`config.mk`:
```
export PLATFORM = sky130hd
export DESIGN_NAME = gnps_div
export DESIGN_NICKNAME = d
export VERILOG_FILES = /design/src/gnps_pkg.sv /design/src/gnps_div.sv
export SDC_FILE = /design/constraint.sdc
export NUM_CORES = 1
export LEC_CHECK = 0
export ABC_AREA = 0
export BUFFER_PORTS_ARGS = -buffer_cell sky130_fd_sc_hd__buf_2
export CAP_MARGIN = 20
export CORE_ASPECT_RATIO = 0.9
export CORE_MARGIN = 1
export CORE_UTILIZATION = 40
export DETAILED_ROUTE_END_ITERATION = 10
export PLACE_DENSITY = 0.71
export SLEW_MARGIN = 0
export SYNTH_ARGS = -nofsm -noshare
export SYNTH_HDL_FRONTEND = slang
export SYNTH_SLANG_ARGS = --single-unit
```
`constraint.sdc`:
```
create_clock -name i_clk -period 5.03 [get_ports i_clk]
set_input_delay 0.2515 -clock i_clk [delete_from_list [all_inputs] [get_ports i_clk]]
set_output_delay 0.2515 -clock i_clk [all_outputs]
set_load 0.02 [all_outputs]
```
`src/gnps_pkg.sv`:
```
// Shared types, widths and helpers for the grid nearest point search block
`timescale 1ns / 1ps

package gnps_pkg;

    localparam int COORD_W     = 24;
    localparam int ID_W        = 16;
    localparam int TRIG_W      = 16;
    localparam int RAD_W       = 23;
    localparam int CS_W        = 20;
    localparam int DIST_W      = 49;
    localparam int MUL_W       = 25;
    localparam int PROD_W      = 50;
    localparam int IN_TDATA_W  = 168;
    localparam int OUT_TDATA_W = 72;

    localparam logic [CS_W-1:0] CS_RESET = CS_W'(51);

    localparam logic OP_ADD   = 1'b0;
    localparam logic OP_QUERY = 1'b1;

    localparam logic signed [PROD_W-1:0] G_MAX = PROD_W'(8388607);
    localparam logic signed [PROD_W-1:0] G_MIN = -(PROD_W'(8388608));
    localparam logic signed [PROD_W-1:0] RND_HALF = PROD_W'(8192);

    typedef enum logic [4:0] {
        S_CLR,
        S_IDLE,
        S_T0,
        S_T1,
        S_T2,
        S_T3,
        S_T4,
        S_DIVX,
        S_DIVY,
        S_DIVR,
        S_BOUND,
        S_CNT_RD,
        S_CNT_WT,
        S_SLOT_RD,
        S_SLOT_WT,
        S_SQX,
        S_SQY,
        S_CMP,
        S_NEXT,
        S_FIN
    } t_state;

    // Q1.14 round to nearest (floor of s + half), add translation, saturate
    function automatic logic signed [COORD_W-1:0] f_round_sat(
        input logic signed [PROD_W-1:0]  s,
        input logic signed [COORD_W-1:0] p
    );
        logic signed [PROD_W-1:0] t;
        logic signed [PROD_W-1:0] g;
        t = s + RND_HALF;
        g = (t >>> 14) + PROD_W'(p);
        if (g > G_MAX) begin
            return G_MAX[COORD_W-1:0];
        end else if (g < G_MIN) begin
            return G_MIN[COORD_W-1:0];
        end
        return g[COORD_W-1:0];
    endfunction

endpackage

```
`src/gnps_div.sv`:
```
// Restoring divider, one quotient bit per cycle
`timescale 1ns / 1ps

module gnps_div import gnps_pkg::*; (
    input  logic               i_clk,
    input  logic               i_rst_n,
    input  logic               i_start,
    input  logic [COORD_W-1:0] i_dividend,
    input  logic [CS_W-1:0]    i_divisor,
    output logic               o_done,
    output logic [COORD_W-1:0] o_quotient
);

    localparam int CNT_W = $clog2(COORD_W + 1);

    logic               r_busy;
    logic               r_done;
    logic [CNT_W-1:0]   r_cnt;
    logic [CS_W:0]      r_rem;
    logic [COORD_W-1:0] r_quo;
    logic [CS_W-1:0]    r_dvs;
    logic [CS_W:0]      trial;
    logic               take;

    assign trial = {r_rem[CS_W-1:0], r_quo[COORD_W-1]};
    assign take  = trial >= {1'b0, r_dvs};

    always_ff @(posedge i_clk) begin
        if (!i_rst_n) begin
            r_busy <= 1'b0;
            r_done <= 1'b0;
            r_cnt  <= '0;
        end else begin
            r_done <= 1'b0;
            if (i_start) begin
                r_busy <= 1'b1;
                r_cnt  <= '0;
            end else if (r_busy) begin
                r_cnt <= r_cnt + CNT_W'(1);
                if (r_cnt == CNT_W'(COORD_W - 1)) begin
                    r_busy <= 1'b0;
                    r_done <= 1'b1;
                end
            end
        end
    end

    always_ff @(posedge i_clk) begin
        if (i_start) begin
            r_rem <= '0;
            r_quo <= i_dividend;
            r_dvs <= i_divisor;
        end else if (r_busy) begin
            r_rem <= take ? (trial - {1'b0, r_dvs}) : trial;
            r_quo <= {r_quo[COORD_W-2:0], take};
        end
    end

    assign o_done     = r_done;
    assign o_quotient = r_quo;

endmodule

```
# [Word level (Yosys, flattened, before mapping)]
# Index checks and enable logic that the tools add are counted.
[word_totals] ff_bits=71 ram_bits=0 inputBits=47 word_cells=22 out_inout_bits=25 memories=0 rom_bits=0 latchBits=0
[classes] reduce_logical=3 n_div=0 shifts=0 n_addsub=2 mux=7 bitwise=2 eq_ne=1 n_mul=0 order_cmp=1
[op_table] op="$mux W24" n=2
[op_table] op="$ge A21 B20 Y1" n=1
[op_table] op="$mux W20" n=1
[op_table] op="$sub A20 B20 Y20" n=1
[op_table] op="$add A5 B1 Y5 const B" n=1
[op_table] op="$eq A5 B5 Y1 const B" n=1
[op_table] op="$mux W1" n=4
[op_table] op="$reduce_or A3 Y1" n=1
[op_table] op="$not A1 Y1" n=2
[op_table] op="$reduce_bool A2 Y1" n=1
[op_table] op="$reduce_or A2 Y1" n=1

# [Logic depth before layout (Yosys ltp)]
[logic_depth] ltp_word=4 mapped_depth=13 ltp_nobuf=10

# [Worst setup path after synthesis]
# No wires, ideal clock.
[synth_path] path_kind="reg-to-reg" startpoint="register r_quo[23], in the netlist o_quotient[23]" endpoint="register r_rem[12]" setup_slack_ns=2.552 stages_incl_launch_ff=11 path_buffers=0 required_time_ns=4.944 synth_period_minus_slack_ns=2.478 arrival_time_ns=2.393 path_cell_list="edfxtp_1 > inv_1 > ha_1 > fa_1 > nand2b_1 > a21oi_1 > nor2_1 > o311ai_0 > xnor2_1 > mux2i_1 > a211oi_1"
[synth_between] elab_chain_len=2 word_cells_on_any_way=3 classes_between="add/sub: 1; order compare: 1; mux: 1"
[synth_rtl] element="from (decl)" line_no="gnps_div.sv:20" text="logic [COORD_W-1:0] r_quo;"
[synth_rtl] element="from (signal assigned)" line_no="gnps_div.sv:51" text="r_quo <= i_dividend;"
[synth_rtl] element="from (signal assigned)" line_no="gnps_div.sv:55" text="r_quo <= {r_quo[COORD_W-2:0], take};"
[synth_rtl] element="$sub A20 B20 Y20 or $ge A21 B20 Y1 (tied branches)" line_no="gnps_div.sv:54, gnps_div.sv:26"
[synth_rtl] element="$mux W20 (*)" line_no="gnps_div.sv:54" text="r_rem <= take ? (trial - {1'b0, r_dvs}) : trial;"
[synth_rtl] element="to (signal assigned)" line_no="gnps_div.sv:54"
[synth_rtl] element="to (decl)" line_no="gnps_div.sv:19" text="logic [CS_W:0] r_rem;"
# Every way passes the cells marked *; elsewhere a longest branch is shown, timed or not.
# A chain may end at the register's enable or synchronous reset.

# [Worst setup path in the final report]
# Same ends and word-level chain as after synthesis.

==> impl_metrics.py <==
metrics = {
    "clock_tree": {
        "post-cts-setup-buffer-count": 0,
        "htree_levels": 3,
        "clk_pin_slew_ns": 0.08,
        "cts_sinks": 71,
        "root_buffer": "clkbuf_8",
        "cts_resized": 0,
        "clockBufferDepth": 2,
        "cts_hold_buf": 0,
        "insertion_delay_ns": 0.35,
        "cts-buffers-inserted": 9,
        "cts_tree": "yes",
    },
    "synthesis": {
        "postSynthAreaPerCell_um2": 10.5,
        "synth_edf_count": 44,
        "yosysTopAreaCell": "edfxtp_1",
        "ys.flop_type": "edfxtp_1",
        "synth_area_leaders": "edfxtp_1 (34%), dfxtp_1 (14%), ha_1 (6.7%)",
        "synthCells": 376,
        "yosysSeqAreaShare": 0.472,
        "synth-warning-count": 0,
        "async_flop_share": 0,
        "synth_seq_cells": 71,
        "synthDistinctLibCells": 50,
        "synthesis.area_um2": 3940,
        "synth_most_common_cell": "edfxtp_1",
        "syn-num-nets": 445,
        "ys_top_cells_by_count": "edfxtp_1 (44), inv_1 (28), dfxtp_1 (27), nor2_1 (26)",
        "synth.top_cell.area_share": 0.335,
    },
    "power": {
        "sw_frac_of_total": 0.289,
        "p_int_mw": 1.02,
        "power_frac_comb": 0.206,
        "p_clk_frac": 0.313,
        "seqPwrFrac": 0.481,
        "irDropWorstVdd_v": 0.000156,
        "power.switching_mw": 0.414,
        "power_density_nw_per_um2": 313,
        "p_leak_nw": 2.03,
    },
    "global_routing": {
        "grt_first_pass_wirelength_um": 13200,
        "grt_overflow": 0,
        "grt_usage": 0.166,
        "antenna_found_initial": 0,
        "grt_pass1_vias": 2801,
        "grt_max_degree": 38,
    },
    "routing": {
        "post-route-drc-count": 0,
        "viasPerCell": 5.24,
        "drt_iter0_markers": 141,
        "via_count": 2985,
        "dr.pass1.iters": 4,
        "avgRoutedWirePerCell_um": 14.0,
        "drt-total-wl_um": 7970,
        "antenna_left": 0,
    },
    "floorplan": {
        "dieArea_um2": 10300,
        "io_pins": 72,
        "die_w_um": 107,
        "coreArea_um2": 9330,
        "die_h_um": 96.2,
        "rows": 33,
        "initial_core_util": 0.422,
    },
    "sta": {
        "hold_violations": 0,
        "clock_skew_ns": 0.00981,
        "final.setup.tns_ns": 0,
        "max_freq_ghz": 0.369,
        "setup_violations": 0,
        "slew_violations": 0,
        "fin_crit_sh": 0.539,
        "slew-limit-headroom": 0.400,
        "timing.hold.ws_ns": 0.0753,
        "worst_pin_slew_ns": 0.899,
        "period_needed_ns": 2.71,
        "rsz0062_at_grt": "no",
    },
    "cells_and_area": {
        "fin_nets": 512,
        "fill_cells": 884,
        "syn2layout_area_growth_pct": 16.2,
        "antenna_cells": 0,
        "layoutNonFillerInstCount": 570,
        "layout-drive-gt1-share": 0.259,
    },
    "critical_path": {
        "worstSetupStartpointType": "flip-flop",
        "cp-endpoint": "r_rem[12]$_SDFFE_PP0P_",
        "cp-startpoint": "o_quotient[23]$_DFFE_PP_",
        "critPathRequiredTime_ns": 5.29,
        "r2r-end": "r_rem[12]$_SDFFE_PP0P_",
        "crit_fanout": 4,
        "r2r_slack_ns": 2.32,
        "crit_type": "flip-flop to flip-flop",
        "reg2reg_depth": 10,
        "end_kind": "flip-flop",
        "r2r_start": "o_quotient[23]$_DFFE_PP_",
        "arrival_ns": 2.97,
    },
    "placement": {
        "gp_congestion": 0.872,
        "dp_hpwl_um": 5810,
        "io_buffers": 71,
        "place_inst": 554,
    },
    "job": {
        "maxCapViolations": 0,
    },
    "status": {
        "outcome": "finished clean",
    },
    "worst_hold_path": {
        "hold_path.class": "input pin to flip-flop",
    },
}
[through the flow]
| step | power, mW | instance area, um^2 | setup slack (ns) | util |
|---|---|---|---|---|
| floorplan | 0.916 | 3940 | 2.55 | - |
| global placement | 0.993 | 4380 | 2.36 | 0.470 |
| detailed placement | 0.998 | 4380 | 2.31 | 0.470 |
| CTS | 1.45 | 4580 | 2.29 | 0.491 |
| global route | 1.51 | 4580 | 2.01 | 0.491 |
| finish | 1.43 | 4580 | 2.32 | 0.491 |
[metal layers]
| layer | routed length [um] | global-route usage | part of all wire | up-vias |
|---|---|---|---|---|
| met1 | 3830 | 0.221 | 0.48 | 1397 |
| met2 | 3700 | 0.262 | 0.46 | 59 |
| met4 | 99 | 0.0605 | 0.012 | 0 |
| met3 | 327 | 0.0393 | 0.041 | 11 |
| met5 | 0 | 0 | 0 | - |
| li1 | - | - | - | 1518 |
[kinds of logic (layout without fill, tap and decap cells)]
kind of cell / Yosys count / after routing / share of synthesized area
XOR/XNOR: 19 / 19 / 0.0422
flip-flops: 71 / 71 / 0.472
buffers and inverters: 46 / 118 / 0.0489
multiplexers: 35 / 35 / 0.0962
AO/OA/AOI/OAI: 88 / 88 / 0.149
AND/OR/NAND/NOR: 95 / 95 / 0.120
adder cells (fa/ha/maj): 22 / 22 / 0.0717
[registers in the layout, indices dropped and copies added, names as in the netlist]
name / count
o_done: 1
o_quotient: 24
r_busy: 1
r_cnt: 5
r_dvs: 20
r_rem: 20
[worst min-delay path by stage]
stage / startpoint / end / slack (ns) / cells after the start
after floorplan: i_divisor[0] / r_dvs[0]$_DFFE_PP_ / 0.35 / 0
after global placement: i_divisor[5] / r_dvs[5]$_DFFE_PP_ / 0.43 / 1
after detailed placement: i_divisor[7] / r_dvs[7]$_DFFE_PP_ / 0.43 / 1
after CTS: i_divisor[7] / r_dvs[7]$_DFFE_PP_ / 0.05 / 1
after global routing: i_divisor[8] / r_dvs[8]$_DFFE_PP_ / 0.06 / 1
final: i_divisor[7] / r_dvs[7]$_DFFE_PP_ / 0.08 / 1
[placed cells by master (no fill, tap or decap), types with 3 or more instances in the layout]
| cell | count |
|---|---|
| and3_1 | 5 |
| mux2i_1 | 12 |
| nand4_1 | 6 |
| buf_2 | 71 |
| o21bai_1 | 3 |
| edfxtp_1 | 44 |
| clkinvlp_4 | 3 |
| inv_1 | 28 |
| nor3_1 | 7 |
| nor2_1 | 26 |
| dfxtp_1 | 27 |
| buf_4 | 3 |
| nand2_1 | 20 |
| nand2b_1 | 6 |
| a211oi_1 | 12 |
| o21a_1 | 5 |
| nand3_1 | 9 |
| a21o_1 | 6 |
| ha_1 | 21 |
| xor2_1 | 10 |
| o311ai_0 | 3 |
| mux2_2 | 23 |
| a21oi_1 | 23 |
| clkbuf_8 | 9 |
| xnor2_1 | 9 |
| o21ai_0 | 16 |
| a32oi_1 | 7 |
| nor2b_1 | 3 |
[worst max-delay path, cell delays in order, from the launching register on]
cell,delay (ns)
edfxtp_1,0.37
inv_1,0.07
ha_1,0.23
fa_1,0.40
nand2b_1,0.18
a21oi_1,0.24
nor2_1,0.17
o311ai_0,0.48
xnor2_1,0.17
mux2i_1,0.08
a211oi_1,0.23
[power groups by stage]
stage / Sequential (mW) / Combinational [mW] / Clock, mW
after detailed placement: 0.704 / 0.294 / 0
after floorplan: 0.725 / 0.190 / 0
after CTS: 0.691 / 0.296 / 0.463
after global routing: 0.696 / 0.331 / 0.487
final: 0.690 / 0.295 / 0.448
after global placement: 0.701 / 0.291 / 0
[final cells by class]
cell class,instances,area (um^2),area share
clock inverters,7,71.3,0.0156
multi-input cells,259,1890,0.412
repair buffers,74,378,0.0825
clock buffers,9,124,0.0270
inverters,28,105,0.0230
flip-flops and latches,71,1860,0.407
well taps,122,153,0.0333
(Power assumes the default switching activity.)
